### src/chtm_pkg.sv
`default_nettype none
// ----------------------------------------------------------------------------
// chtm_pkg
// Shared types and codes for the cell hit time merger.
// ----------------------------------------------------------------------------
package chtm_pkg;

  localparam int COUNT_W = 7;

  localparam logic OP_DEPOSIT = 1'b0;
  localparam logic OP_READOUT = 1'b1;

  localparam logic [1:0] ST_HIT   = 2'd0;
  localparam logic [1:0] ST_EMPTY = 2'd1;
  localparam logic [1:0] ST_DROP  = 2'd2;

  localparam logic [1:0] REG_MERGE_WINDOW = 2'd0;
  localparam logic [1:0] REG_HIT_LIMIT    = 2'd1;
  localparam logic [1:0] REG_ENERGY_THR   = 2'd2;

  typedef enum logic [3:0] {
    S_CLEAR,
    S_IDLE,
    S_CNT_RD,
    S_CNT_LATCH,
    S_SCAN_RD,
    S_SCAN_CHK,
    S_MUL,
    S_ADD,
    S_DIV_GO,
    S_DIV_WAIT,
    S_MERGE_WR,
    S_TAIL,
    S_EMIT_DROP,
    S_RO_RD,
    S_RO_CHK,
    S_RO_END
  } chtm_state_t;

  typedef struct packed {
    logic load_item;
    logic rd_count;
    logic load_n;
    logic rd_store;
    logic inc_i;
    logic mul;
    logic add;
    logic div_start;
    logic wr_merge;
    logic wr_append;
    logic wr_count_clear;
    logic sweep;
    logic emit_drop;
    logic emit_empty;
    logic emit_pend_last;
    logic pend_push;
  } chtm_cmd_t;

  typedef struct packed {
    logic op;
    logic valid_cell;
    logic zero_energy;
    logic n_zero;
    logic i_last;
    logic match;
    logic qualify;
    logic pend_v;
    logic room;
    logic out_free;
    logic div_busy;
    logic sweep_done;
  } chtm_stat_t;

endpackage
`default_nettype wire

### src/chtm_ctrl.sv
`default_nettype none
// ----------------------------------------------------------------------------
// chtm_ctrl
// Sequencer for clearing, deposit scan/merge/append and readout.
// ----------------------------------------------------------------------------
module chtm_ctrl (
  input  wire logic                 clk,
  input  wire logic                 rst,
  input  wire logic                 in_valid,
  output logic                      in_stall,
  input  wire chtm_pkg::chtm_stat_t stat,
  output chtm_pkg::chtm_cmd_t       cmd
);
  import chtm_pkg::*;

  chtm_state_t state;
  chtm_state_t state_next;

  always_ff @(posedge clk) begin
    if (rst) state <= S_CLEAR;
    else state <= state_next;
  end

  always_comb begin
    state_next = state;
    cmd        = '0;
    in_stall   = (state != S_IDLE);
    case (state)
      S_CLEAR: begin
        cmd.sweep = 1'b1;
        if (stat.sweep_done) state_next = S_IDLE;
      end
      S_IDLE: begin
        if (in_valid) begin
          cmd.load_item = 1'b1;
          state_next    = S_CNT_RD;
        end
      end
      S_CNT_RD: begin
        cmd.rd_count = 1'b1;
        state_next   = S_CNT_LATCH;
      end
      S_CNT_LATCH: begin
        cmd.load_n = 1'b1;
        if (stat.op == OP_DEPOSIT) begin
          if (!stat.valid_cell || stat.zero_energy) state_next = S_IDLE;
          else state_next = S_SCAN_RD;
        end else begin
          state_next = stat.valid_cell ? S_RO_RD : S_RO_END;
        end
      end
      S_SCAN_RD: begin
        if (stat.n_zero) state_next = S_TAIL;
        else begin
          cmd.rd_store = 1'b1;
          state_next   = S_SCAN_CHK;
        end
      end
      S_SCAN_CHK: begin
        if (stat.match) state_next = S_MUL;
        else if (stat.i_last) state_next = S_TAIL;
        else begin
          cmd.inc_i  = 1'b1;
          state_next = S_SCAN_RD;
        end
      end
      S_MUL: begin
        cmd.mul    = 1'b1;
        state_next = S_ADD;
      end
      S_ADD: begin
        cmd.add    = 1'b1;
        state_next = S_DIV_GO;
      end
      S_DIV_GO: begin
        cmd.div_start = 1'b1;
        state_next    = S_DIV_WAIT;
      end
      S_DIV_WAIT: begin
        if (!stat.div_busy) state_next = S_MERGE_WR;
      end
      S_MERGE_WR: begin
        cmd.wr_merge = 1'b1;
        state_next   = S_IDLE;
      end
      S_TAIL: begin
        if (stat.room) begin
          cmd.wr_append = 1'b1;
          state_next    = S_IDLE;
        end else begin
          state_next = S_EMIT_DROP;
        end
      end
      S_EMIT_DROP: begin
        if (stat.out_free) begin
          cmd.emit_drop = 1'b1;
          state_next    = S_IDLE;
        end
      end
      S_RO_RD: begin
        if (stat.n_zero) state_next = S_RO_END;
        else begin
          cmd.rd_store = 1'b1;
          state_next   = S_RO_CHK;
        end
      end
      S_RO_CHK: begin
        if (!(stat.qualify && stat.pend_v && !stat.out_free)) begin
          cmd.pend_push = stat.qualify;
          if (stat.i_last) state_next = S_RO_END;
          else begin
            cmd.inc_i  = 1'b1;
            state_next = S_RO_RD;
          end
        end
      end
      S_RO_END: begin
        if (stat.out_free) begin
          cmd.emit_pend_last = stat.pend_v;
          cmd.emit_empty     = !stat.pend_v;
          cmd.wr_count_clear = stat.valid_cell;
          state_next         = S_IDLE;
        end
      end
      default: state_next = S_IDLE;
    endcase
  end

endmodule
`default_nettype wire

### config.mk
export PLATFORM = sky130hd
export DESIGN_NAME = chtm_ctrl
export DESIGN_NICKNAME = d
export VERILOG_FILES = /design/src/chtm_pkg.sv /design/src/chtm_ctrl.sv
export SDC_FILE = /design/constraint.sdc
export NUM_CORES = 1
export LEC_CHECK = 0
export ABC_AREA = 1
export ABC_CLOCK_PERIOD_IN_PS = 1920
export BUFFER_PORTS_ARGS = -buffer_cell sky130_fd_sc_hd__buf_2
export CELL_PAD_IN_SITES_DETAIL_PLACEMENT = 0
export CELL_PAD_IN_SITES_GLOBAL_PLACEMENT = 1
export CORE_MARGIN = 10
export CORE_UTILIZATION = 28
export CTS_CLUSTER_DIAMETER = 200
export DETAILED_ROUTE_END_ITERATION = 8
export PLACE_DENSITY_LB_ADDON = 0.1
export RECOVER_POWER = 25
export SKIP_CTS_REPAIR_TIMING = 1
export SYNTH_ARGS = -nofsm -noshare
export SYNTH_HDL_FRONTEND = slang
export SYNTH_SLANG_ARGS = --single-unit
export TNS_END_PERCENT = 5
### constraint.sdc
create_clock -name clk -period 1.92 [get_ports clk]
set_clock_uncertainty 0.1 [all_clocks]
set_input_delay 0.384 -clock clk [delete_from_list [all_inputs] [get_ports clk]]
set_output_delay 0.384 -clock clk [all_outputs]
set_load 0.05 [all_outputs]
==> metrics.md, run 1 <==
| Metric | Value |
|---|---|
| Status | completed |
| Static Leak | 0.619 nW |
| Headroom to the max-slew limit | approximately four fifths |
| Reg power frac | approximately 17% |
| IO buf count | 31 |
| Die area | 4950 µm² |
| Net load switching power | ~0.62 mW |
| Worst Tran Pin Value | 314 ps |
| Routed vias | around 970 |
| Synthesized cell area | 711 µm² |
| Site Rows | 18 |
| Max_cap viols | 0 |
| Post-synth cell types | 17 |
| Pwr/cell area | around 1000 nW/µm² |
| Synth warn | 0 |
| Commonest non-fill, non-tap cell in the layout | nand2_1 |
| Die width | 70.4 µm |
| Routed wl met3 | ~110 µm |
| Period utilisation layout | 98.1% |
| Crit Path Max Fanout | 7 |
| Maximum operating frequency | between 500 and 600 MHz |
| CP max stage cell | dfxtp_2 |
| I/O Pins | 32 |
| Setup crit start kind | flop |
| Worst path max stage delay | ~370 ps |
| Final Hold Fails | 0 |
| Switch share | 60.9% |
| Worst hold path class | input port to flop |
| Largest net degree at the start of global routing | 8 |
| Clock Sinks | 4 |
| RSZ-0062 raised after global routing | yes |
| Final Max Tran Viols | 0 |
| Gpl congestion | between 0.8 and 0.9 |
| Share of post-route cells with drive strength above 1 | approximately a third |
| Internal power | ~0.4 mW |
| WP data required | 1440 ps |
| Clock transition at path regs | about 40 ps |
| Top Registers | state: 4 flops |
| Setup crit end kind | output port |
| Total grt overflow | 0 |
| CP arrival | 1400 ps |
| Post-detailed-route count of antenna-violating nets | 0 |
| TritonCTS buffer count | 3 |
| Top post-synthesis cells by area | nand2_1, nor2_1, inv_1 |
| CTS Buffer Depth | 2 |
| Iter 0 DRT Violations | roughly 110 |
| Post-placement setup slack | roughly 66 ps |
| #FFs+latches synth | 4 |
| Share of power burned in the clock network | 10.1% |
| Top Layer Used | met3 |
| Met2 Routed Length | 1160 µm |
| WL final | about 2500 µm |
| Endpoints failing setup | 0 |
| Comb pwr share | between 70% and 80% |
| # diodes | 0 |
| Post-DP HPWL | 2150 µm |
| M1 WL | around 1200 µm |
| Area Growth Syn to Fin | 41.4% |
| Mapped Cells | roughly 150 |
| WL per Instance | between 10 and 15 µm |
| Clk Latency, worst-skew pair | about 230 ps |
| Chip Height | roughly 70 µm |
| Initial antenna violation count | 0 |
| Avg Vias per Cell | 4.48 |
| Mean Syn Cell Area | between 4 and 5 µm² |
| H-tree levels | 1 |
| Most frequent cells in the layout | nand2_1, nor2_1, buf_2 |
| Area share of the largest cell type after synthesis | about a quarter |
| Fin crit period | 1880 ps |
| Max reg flops | 4 |
| Seq/Total Area, Yosys | ~11% |
| Final net count | about 200 |
| CTS root buf | clkbuf_4 |
| CP cell instances | nor2_2, nand2_2, nor2_1, buf_2 |
| Initial Util | 29.0% |
| Syn nets | around 160 |
| Fin util | just over 40% |
| Number of global-route vias before repair | 960 |
| GRT Total Usage | 9.56% |
| Setup Crit Path Kind | flop to output port |
| Final WS setup | approximately 37 ps |
| DR pass1 iterations | 4 |
| TritonCTS clock tree | built |
| First-pass GRT wire length | around 4000 µm |
| Synth area leader | nand2_1 |
| Maximum VDD drop | roughly 0.0006 V |
| Largest reg by FF count | state |
| Core area | roughly 2500 µm² |
| # DRC | 0 |
## worst max-delay path, delay by kind of cell (launching register included)
family | cells | cell delay [ps]
AND/OR/NAND/NOR | 3 | 530
flip-flops | 1 | 370
buffers and inverters | 1 | 270
## power groups by stage
| stage | combinational (mW) | sequential [mW] | clock (mW) |
|---|---|---|---|
| after global routing | 0.833 | 0.175 | 0.113 |
| after CTS | 0.735 | 0.160 | 0.105 |
| after detailed placement | 0.731 | 0.161 | 0 |
| final | 0.742 | 0.171 | 0.102 |
| after global placement | 0.737 | 0.156 | 0 |
| after floorplan | 0.539 | 0.151 | 0 |
## cells in the mapped netlist
master and n:
clkinv_2 1, a21oi_1 6, o21ai_0 5, nor3_1 1
inv_2 3, nand2_2 5, nand3b_1 4, nand2_4 1
nor2_1 32, a21oi_4 1, inv_1 22, nand2_1 49
nor2_2 2, o21ai_1 1, dfxtp_1 4, nand3_1 10
nor2_4 1
## per-layer routing
layer  GRT usage, %  vias to the layer above
met5              0                        -
met4           2.85                        0
met3           1.13                        0
met2           16.3                       29
met1           12.0                      409
li1               -                      529
## cell type report
cell class / instances / area, µm²
well taps: 30 / 37.5
repair buffers: 35 / 213
inverters: 26 / 101
fillers: 292 / 1450
clock buffers: 3 / 22.5
flip-flops and latches: 4 / 85.1
multi-input cells: 118 / 546
## cell families after synthesis
family,synth area share [%]
AND/OR/NAND/NOR,64.1
AO/OA/AOI/OAI,10.7
buffers and inverters,13.9
flip-flops,11.3
## path summary, 6_finish.rpt
path              startpoint       end  slack (ps)  depth (start not counted)
setup / recovery    state[1]    cmd[3]          40                          4
hold / removal           rst  state[1]         240                          2
setup reg to reg    state[1]  state[2]         420                          7
hold reg to reg     state[2]  state[2]         420                          2
## through the flow
step / std cells / instance area [µm²] / hold WS, ps / setup TNS (ps) / total power [mW]
2_1_floorplan: 148 / 717 / 353 / -232 / 0.690
3_3_place_gp: 213 / 940 / 455 / 0 / 0.892
3_5_place_dp: 213 / 940 / 448 / 0 / 0.893
4_1_cts: 216 / 962 / 251 / -632 / 1.00
5_1_grt: 216 / 1000 / 265 / -19.4 / 1.12
6_report: 216 / 1000 / 243 / 0 / 1.02
No activity file was read; power rests on OpenSTA's default activity.
==> inputs of run 2 (changes only) <==
--- a/config.mk
+++ b/config.mk
@@ -14,7 +14,7 @@
 export CORE_UTILIZATION = 28
 export CTS_CLUSTER_DIAMETER = 200
 export DETAILED_ROUTE_END_ITERATION = 8
-export PLACE_DENSITY_LB_ADDON = 0.1
+export PLACE_DENSITY = 0.75
 export RECOVER_POWER = 25
 export SKIP_CTS_REPAIR_TIMING = 1
 export SYNTH_ARGS = -nofsm -noshare
==> constraint.sdc (replaced) <==
create_clock -name clk -period 1.92 [get_ports clk]
set_clock_uncertainty 0.1 [all_clocks]
set_input_delay 0.384 -clock clk [delete_from_list [all_inputs] [get_ports clk]]
set_output_delay 0.384 -clock clk [all_outputs]
set_load 0.02 [all_outputs]
==> run 2 against run 1 <==
Effect of this change:
- clock power increased by 4%
- total power shrank 13%
- register-to-register slack about the same
- sequential share of layout area grew 0.34 points
- hold slack better by 2.6 ps
- critical path depth grew 1
- first-iteration DRC count is 42% lower
- non-clock buffer count is 2 lower
- cell count shrank 0.93%
- final area shrank 3.9%
- largest power group unchanged
==> metrics.md, run 2 (synthesis results as in run 1) <==
| Metric | Value |
|---|---|
| Period utilisation layout | a little over nine tenths |
| Gpl congestion | between 0.9 and 1 |
| Core area | 2450 µm² |
| WL per Instance | between 10 and 15 µm |
| Share of post-route cells with drive strength above 1 | roughly a third |
| CTS Buffer Depth | 2 |
| Tightest hold margin | around 250 ps |
| GR peak layer | met2 |
| Number of global-route vias before repair | between 900 and 1000 |
| Initial Util | between 20% and 30% |
| M2 GR Usage | 16.8% |
| Worst Tran Pin Value | 302 ps |
| Setup Crit Path Kind | flop to output port |
| Final net count | around 200 |
| # DRC | 0 |
| CP arrival | roughly 1300 ps |
| Crit Path Max Fanout | 7 |
| H-tree levels | 1 |
| Routed vias | 954 |
| Max_cap viols | 0 |
| Clk Latency, worst-skew pair | 240 ps |
| Maximum VDD drop | 0.000422 V |
| IO buf count | 31 |
| Most frequent cells in the layout | nand2_1, buf_2, nor2_1 |
| Total grt overflow | 0 |
| CTS root buf | clkbuf_4 |
| TritonCTS buffer count | 3 |
| Headroom to the max-slew limit | 79.9% |
| GRT Total Usage | roughly 9.7% |
| Status | completed |
| Final cell count without fillers | ~210 |
| WP data required | 1440 ps |
| Initial antenna violation count | 0 |
| Worst hold path class | input port to flop |
| Area Growth Syn to Fin | 35.9% |
| Static Leak | 0.608 nW |
| Clock transition at path regs | ~40 ps |
| Iter 0 DRT Violations | between 60 and 70 |
| Placed insts | 210 |
| Site Rows | 18 |
| Endpoints failing setup | 0 |
| GR Layer Usage met1 | a little under an eighth |
| Total power | a little under 0.9 mW |
| Setup crit end kind | output port |
| Avg Vias per Cell | about 4.5 |
| Commonest non-fill, non-tap cell in the layout | nand2_1 |
| DR pass1 iterations | 4 |
| Fillers | approximately 290 |
| Maximum operating frequency | roughly 550 MHz |
| Met3 Usage GRT | roughly 1.8% |
| Clock Sinks | 4 |
| Die width | 70.4 µm |
| Setup crit start kind | flop |
| Largest net degree at the start of global routing | 9 |
| Max reg flops | 4 |
| Largest reg by FF count | state |
| TritonCTS clock tree | built |
| WL final | between 2000 and 2500 µm |
| Fin util | 39.3% |
| Final WS setup | about 100 ps |
| Pwr/cell area | slightly above 900 nW/µm² |
| # diodes | 0 |
| Final Hold Fails | 0 |
| Top Registers | state: 4 flops |
| First-pass GRT wire length | about 4200 µm |
| Fin crit period | approximately 1800 ps |
| RSZ-0062 raised after global routing | no |
| Post-placement setup slack | between 200 and 250 ps |
| Post-detailed-route count of antenna-violating nets | 0 |
| Die area | between 4000 and 5000 µm² |
| I/O Pins | 32 |
| Post-DP HPWL | 2080 µm |
| Final Max Tran Viols | 0 |
| Chip Height | between 70 and 80 µm |
==> run 2: cell count changes in the layout (fill, tap and decap cells not counted), sizes merged <==
cell,delta
clkbuf,-5
buf,+3
==> run 2: per-stage QoR <==
step	cell area [µm²]	setup TNS, ps
detailed placement	911	0
floorplan	711	0
finish	966	0
global route	966	0
CTS	933	-72.7
global placement	911	0
==> run 2: layout make-up <==
| class | instances | area [µm²] | area share, % |
|---|---|---|---|
| flip-flops and latches | 4 | 85.1 | 8.81 |
| clock buffers | 3 | 22.5 | 2.33 |
| multi-input cells | 118 | 549 | 56.9 |
| well taps | 30 | 37.5 | 3.89 |
| inverters | 26 | 98.8 | 10.2 |
| repair buffers | 33 | 173 | 17.9 |
==> run 2: metal layers <==
layer  routed length, µm  part of all wire, %  vias to the layer above
li1                    -                    -                      522
met1                1080                   45                      403
met2                1150                   48                       27
met3                 153                  6.3                        2
met4                  21                 0.87                        0
met5                   0                    0                        -
==> run 2: path summary, 6_finish.rpt <==
check / start / endpoint / slack (ps) / cells past startpoint
worst max-delay path: state[2] / cmd[12] / 100 / 5
worst min register to register: state[2] / state[2] / 430 / 2
worst min-delay path: rst / state[1] / 250 / 2
worst max register to register: state[1] / state[0] / 430 / 9
==> run 2: where the power goes <==
group	switching, mW	total, mW	internal, mW
Sequential	0.0533	0.166	0.113
Clock	0.0359	0.106	0.0700
Combinational	0.405	0.611	0.206
==> run 2: worst max-delay path: stages, from the launching register on <==
cell	delay [ps]
dfxtp_2	400
nand2_1	120
inv_2	150
nand2_1	90
o21ai_0	170
buf_4	170
